File: config.mk
export PLATFORM = sky130hd
export DESIGN_NAME = abq_ctrl
export DESIGN_NICKNAME = d
export VERILOG_FILES = /design/src/hw/rtl/abq_pkg.sv /design/src/hw/rtl/abq_ctrl.sv
export SDC_FILE = /design/constraint.sdc
export NUM_CORES = 1
export LEC_CHECK = 0
export BUFFER_PORTS_ARGS = -buffer_cell sky130_fd_sc_hd__buf_2
export CAP_MARGIN = 20
export CORE_AREA = 2 2 39 41
export CTS_BUF_LIST = sky130_fd_sc_hd__clkbuf_16
export CTS_CLUSTER_SIZE = 40
export DETAILED_ROUTE_END_ITERATION = 7
export DIE_AREA = 0 0 41 43
export PLACE_DENSITY = 0.72
export SETUP_SLACK_MARGIN = 0.05
export SLEW_MARGIN = 10
export SYNTH_ARGS = -nofsm -noshare
export SYNTH_HDL_FRONTEND = slang
export SYNTH_SLANG_ARGS = --single-unit
File: constraint.sdc
create_clock -name i_clk -period 1.6 [get_ports i_clk]
set_input_delay 0.08 -clock i_clk [delete_from_list [all_inputs] [get_ports i_clk]]
set_output_delay 0.08 -clock i_clk [all_outputs]
set_load 0.02 [all_outputs]
File: src/hw/rtl/abq_pkg.sv
// abq_pkg: shared types and constants of the aging byte-budget queue
// used by abq_ctrl, abq_dp and the top level; no dependencies
`default_nettype none

package abq_pkg;

    // payload field widths
    localparam int HANDLE_W     = 32;
    localparam int BYTES_W      = 24;
    localparam int STAMP_W      = 32;
    localparam int AGE_W        = 16;
    localparam int ENT_W        = 7;
    localparam int CMD_W        = 2;
    localparam int STEP_CNT_W   = 7;
    localparam int STEP_BYTES_W = 25;
    localparam int TOTAL_W      = 48;

    // configuration port
    localparam int CFG_IDX_W  = 2;
    localparam int CFG_DATA_W = 24;

    localparam logic [CFG_IDX_W-1:0] CFG_MAX_ENTRIES = 2'd0;
    localparam logic [CFG_IDX_W-1:0] CFG_MAX_BYTES   = 2'd1;
    localparam logic [CFG_IDX_W-1:0] CFG_MAX_AGE     = 2'd2;

    localparam logic [ENT_W-1:0]   RST_MAX_ENTRIES = 7'd64;
    localparam logic [BYTES_W-1:0] RST_MAX_BYTES   = 24'd8388608;
    localparam logic [AGE_W-1:0]   RST_MAX_AGE     = 16'd5;

    // operation codes on the cmd field
    typedef enum logic [CMD_W-1:0] {
        OP_ENQ = 2'd0,
        OP_DEQ = 2'd1,
        OP_CLR = 2'd2,
        OP_NOP = 2'd3
    } t_abq_op;

    typedef enum logic [1:0] {
        S_IDLE,
        S_AGE,
        S_EVICT,
        S_DONE
    } t_abq_state;

    // one queue entry as stored in the memory
    typedef struct packed {
        logic [HANDLE_W-1:0] handle;
        logic [BYTES_W-1:0]  size;
        logic [STAMP_W-1:0]  stamp;
    } t_abq_entry;

    // controller to datapath
    typedef struct packed {
        logic accept;     // latch a new item
        logic clear_q;    // empty the queue
        logic drop_head;  // drop the head entry (aged or evicted)
        logic deq;        // pop the head entry as the result
        logic push;       // write the new entry at the tail
        logic oversize;   // drop the new entry itself
        logic load_out;   // load the output register
    } t_abq_cmd;

    // datapath to controller
    typedef struct packed {
        logic has_entry;
        logic expired;
        logic need_evict;
        logic oversize;
    } t_abq_stat;

endpackage

`default_nettype wire

File: src/hw/rtl/abq_ctrl.sv
// abq_ctrl: sequencer of the aging byte-budget queue
// depends on abq_pkg; drives abq_dp through t_abq_cmd, reads t_abq_stat
`default_nettype none

module abq_ctrl (
    input  wire                      i_clk,
    input  wire                      i_rst_n,
    input  wire                      i_in_valid,
    output logic                     o_in_ready,
    input  wire [abq_pkg::CMD_W-1:0] i_cmd,
    input  wire                      i_msg_present,
    output logic                     o_out_valid,
    input  wire                      i_out_ready,
    input  abq_pkg::t_abq_stat       i_stat,
    output abq_pkg::t_abq_cmd        o_cmd
);

    abq_pkg::t_abq_state r_state, n_state;
    abq_pkg::t_abq_op    r_op, n_op;
    abq_pkg::t_abq_op    in_op;
    logic                r_out_valid, n_out_valid;
    logic                out_free;
    logic                accept_ok;
    logic                fire;

    assign in_op    = abq_pkg::t_abq_op'(i_cmd);
    assign out_free = !r_out_valid || i_out_ready;

    // state, latched operation and output flag
    always_ff @(posedge i_clk) begin
        if (!i_rst_n) begin
            r_state     <= abq_pkg::S_IDLE;
            r_op        <= abq_pkg::OP_NOP;
            r_out_valid <= 1'b0;
        end else begin
            r_state     <= n_state;
            r_op        <= n_op;
            r_out_valid <= n_out_valid;
        end
    end

    // next state and commands
    always_comb begin
        n_state     = r_state;
        n_op        = r_op;
        o_cmd       = '0;
        accept_ok   = 1'b0;
        n_out_valid = r_out_valid && !i_out_ready;

        case (r_state)
            abq_pkg::S_IDLE: begin
                accept_ok = 1'b1;
            end
            abq_pkg::S_AGE: begin
                if (i_stat.expired) begin
                    o_cmd.drop_head = 1'b1;
                end else if (r_op == abq_pkg::OP_DEQ) begin
                    o_cmd.deq = i_stat.has_entry;
                    n_state   = abq_pkg::S_DONE;
                end else if (i_stat.oversize) begin
                    o_cmd.oversize = 1'b1;
                    n_state        = abq_pkg::S_DONE;
                end else if (i_stat.need_evict) begin
                    o_cmd.drop_head = 1'b1;
                    n_state         = abq_pkg::S_EVICT;
                end else begin
                    o_cmd.push = 1'b1;
                    n_state    = abq_pkg::S_DONE;
                end
            end
            abq_pkg::S_EVICT: begin
                if (i_stat.need_evict) begin
                    o_cmd.drop_head = 1'b1;
                end else begin
                    o_cmd.push = 1'b1;
                    n_state    = abq_pkg::S_DONE;
                end
            end
            abq_pkg::S_DONE: begin
                // result goes out once the output register is free
                if (out_free) begin
                    o_cmd.load_out = 1'b1;
                    n_out_valid    = 1'b1;
                    n_state        = abq_pkg::S_IDLE;
                    accept_ok      = 1'b1;
                end
            end
            default: begin
                n_state = abq_pkg::S_IDLE;
            end
        endcase

        // take a new item
        fire = i_in_valid && accept_ok;
        if (fire) begin
            o_cmd.accept  = 1'b1;
            o_cmd.clear_q = (in_op == abq_pkg::OP_CLR);
            n_op          = in_op;
            if ((in_op == abq_pkg::OP_ENQ && i_msg_present) || in_op == abq_pkg::OP_DEQ) begin
                n_state = abq_pkg::S_AGE;
            end else begin
                n_state = abq_pkg::S_DONE;
            end
        end
    end

    assign o_in_ready  = accept_ok;
    assign o_out_valid = r_out_valid;

endmodule

`default_nettype wire

==> reports/metrics.yaml <==
worst_setup_path:
  cp_cell_sequence: "inv_4 > buf_6 > ha_4 > buf_6 > nor4b_4 > nor2_1 > nor3_1 > buf_2"
  timing.critical_path.slowest_cell_delay_ns: 0.33
  critical_path.n_buffers_inverters: 4
  endpoint_kind: "output port"
  timing.critical_path.fanout_max: 4
  critPathArrivalTime_ns: 1.59
  critical_path.top_delay_family: "buffers and inverters"
  required_ns: 1.52
  worst_path_max_delay_cell: "sky130_fd_sc_hd__dfxtp_2"
  timing.critical_path.from_type: "flip-flop"
  timing.setup.critical_path_class: "reg2out"
  crit_top_cell: "sky130_fd_sc_hd__buf_6"
final_layout:
  final_net_count: 101
  drive_above_1_share: 0.607
  n_antenna_cell: 0
  fin_area_um2: 810
  seqCellArea_um2: 105
  area_growth_pct: 80.2
  finalNonFillerCells: 100
  final.fill_count: 132
  combined_area_of_the_multi_input_logic_cells_um2: 379
synthesis:
  synthDistinctLibCells: 29
  yosysSeqAreaShare: 0.223
  synth_nets: 69
  syn_inst: 53
  yosys_register_bits: 5
  synth-warning-count: 0
  synthDominantCellAreaShare: 0.223
  area_leader_netlist: "sky130_fd_sc_hd__dfxtp_1"
  synthTopCellsByArea: "sky130_fd_sc_hd__dfxtp_1, sky130_fd_sc_hd__ha_1, sky130_fd_sc_hd__inv_1"
  postSynthAreaPerCell_um2: 8.48
  synth_area_um2: 449
sta:
  slew_headroom: 0.785
  time_the_final_worst_path_needs_with_i_o_delays_and_setup_ns: 1.67
  finalCritPeriodShare: 1.04
  finalHoldViolCount: 0
  timing_worst_slew_pin_value_ns: 0.321
  timing.final.ws_setup_ns: -0.0679
  setup_viol_count_final: 4
  slew_violations: 0
  rsz_0062_raised_after_global_routing: "true"
  max_freq_mhz: 600
  finClkSkew_ns: 0.00173
drt:
  firstDrtPassIters: 2
  via_per_inst: 5.09
  met2RoutedLength_um: 703
  drtIter0Drc: 4
  drt_wl_total_um: 1230
  postRouteAntennaNets: 0
  vias: 509
  drc_errors: 0
  highest-signal-layer: "met4"
  routed_wire_length_per_instance_um: 12.3
  met1Wirelength_um: 427
  wl_met3_um: 77
clocking:
  clock_tree.htree_level_count: 1
  cts_made_buffers: 3
  ctsLongestPathBuffers: 2
  tritoncts: "yes"
  cts.clk_slew.worst_paths_ns: 0.03
  insertion_delay_ns: 0.23
  root_buffer: "sky130_fd_sc_hd__clkbuf_16"
  cts.sinks: 5
die:
  top_level_ports: 20
  start_util: 0.325
  core_region_area_um2: 1380
  die_y_um: 43
  row_count: 14
  width_of_the_die_um: 41
  dieArea_um2: 1760
placement:
  place.detailed.hpwl_um: 834
  place_area_um2: 596
  dp_slack_ns: -0.0325
  gp_routability_congestion: 0.681
  placed_instances: 89
  io_port_bufs: 19
status:
  failed_checks: "negative setup slack"
  run_status: "complete, but fails checks"
job:
  maxCapViolations: 0
pwr:
  peakVddDrop_uv: 1310
  ratio_of_total_power_to_cell_area_nw_per_um2: 2070
  leakage_nw: 0.399
grt:
  number_of_antenna_violations_at_the_first_check_in_global_routing: 0
  global_route_wire_length_before_repair_um: 1930
  grt_use_total: 0.165
  maximum_number_of_pins_on_one_net_before_global_route_repair: 6
  via_count_of_the_first_global_routing_pass: 519
  globalRoute.totalOverflow: 0
worst_hold_path:
  worstHoldPathType: "in2reg"
worst paths after layout:
check              from    endpoint  slack [ns]  cells past startpoint
max          r_state[1]    o_cmd[2]       -0.07                      8
min reg2reg     r_op[1]     r_op[1]        0.52                      2
min             i_rst_n     r_op[1]        0.08                      2
max reg2reg  r_state[1]  r_state[1]       -0.02                      6
cells in the final DEF, fill, tap and decap left out, types with 2 or more instances in the layout:
| cell | Yosys | routed |
|---|---|---|
| sky130_fd_sc_hd__inv_2 | 3 | 3 |
| sky130_fd_sc_hd__inv_4 | 0 | 2 |
| sky130_fd_sc_hd__inv_1 | 6 | 5 |
| sky130_fd_sc_hd__nand3_1 | 4 | 4 |
| sky130_fd_sc_hd__o21ai_0 | 3 | 3 |
| sky130_fd_sc_hd__buf_4 | 1 | 9 |
| sky130_fd_sc_hd__nor2_1 | 2 | 2 |
| sky130_fd_sc_hd__buf_6 | 0 | 4 |
| sky130_fd_sc_hd__ha_1 | 5 | 3 |
| sky130_fd_sc_hd__clkbuf_16 | 0 | 3 |
| sky130_fd_sc_hd__buf_2 | 0 | 15 |
| sky130_fd_sc_hd__ha_4 | 0 | 2 |
| sky130_fd_sc_hd__dfxtp_1 | 5 | 3 |
| sky130_fd_sc_hd__a21oi_1 | 2 | 2 |
power breakdown:
group,switching (mW),internal (mW)
clock,0.0821,0.324
combinational,0.515,0.532
sequential,0.0437,0.179
final cells by class:
cell class / instances / share of cell area
inverters: 9 / 0.0479
flip-flops and latches: 5 / 0.130
multi-input cells: 38 / 0.468
well taps: 16 / 0.0247
repair buffers: 28 / 0.232
clock buffers: 3 / 0.0927
clock inverters: 1 / 0.00464
repair_timing:
| action | 4_1_cts | 5_1_grt |
|---|---|---|
| cloned | 0 | 0 |
| resized for setup | 14 | 8 |
| setup endpoints to repair | 5 | 9 |
| setup buffers | 5 | 2 |
| hold buffers | 0 | 0 |
| pin swaps | 3 | 7 |
logic make-up after synthesis:
| kind of cell | Yosys count | synth area share |
|---|---|---|
| adders and majority gates | 5 | 0.139 |
| AOI/OAI and AO/OA | 12 | 0.234 |
| DFF | 5 | 0.223 |
| buffers and inverters | 10 | 0.0919 |
| muxes | 1 | 0.0223 |
| and+or+nand+nor | 20 | 0.290 |
per-stage QoR:
stage	total power, mW	utilization	hold WS, ns	TNS, ns
2_1_floorplan	0.808	-	0.152	0
3_3_place_gp	0.964	0.430	0.295	0
3_5_place_dp	0.986	0.430	0.299	-0.0325
4_1_cts	1.60	0.543	0.0699	-0.0152
5_1_grt	1.80	0.585	0.0954	-0.408
6_report	1.68	0.585	0.0788	-0.109
flip-flops by register name, summed over array words and instances (netlist names):
register / count
r_op: 2
r_state: 2
o_out_valid: 1
synth_stat cells (all sizes together):
library cell	instances
a211o	1
a21oi	2
a22oi	1
a31oi	2
and2	1
and4b	1
buf	1
dfxtp	5
ha	5
inv	9
mux2i	1
nand2	2
nand2b	1
nand3	4
nor2	2
nor2b	2
nor3	2
nor3b	1
nor4b	1
nor4bb	1
o211a	1
o211ai	1
o21ai	3
o31a	1
or2	1
or4	1
per-layer routing:
metal,global-route usage,up-vias
met5,0,-
met4,0.0800,0
met3,0.0471,2
met2,0.294,20
met1,0.158,234
li1,-,253
No activity file was read; power rests on OpenSTA's default activity.
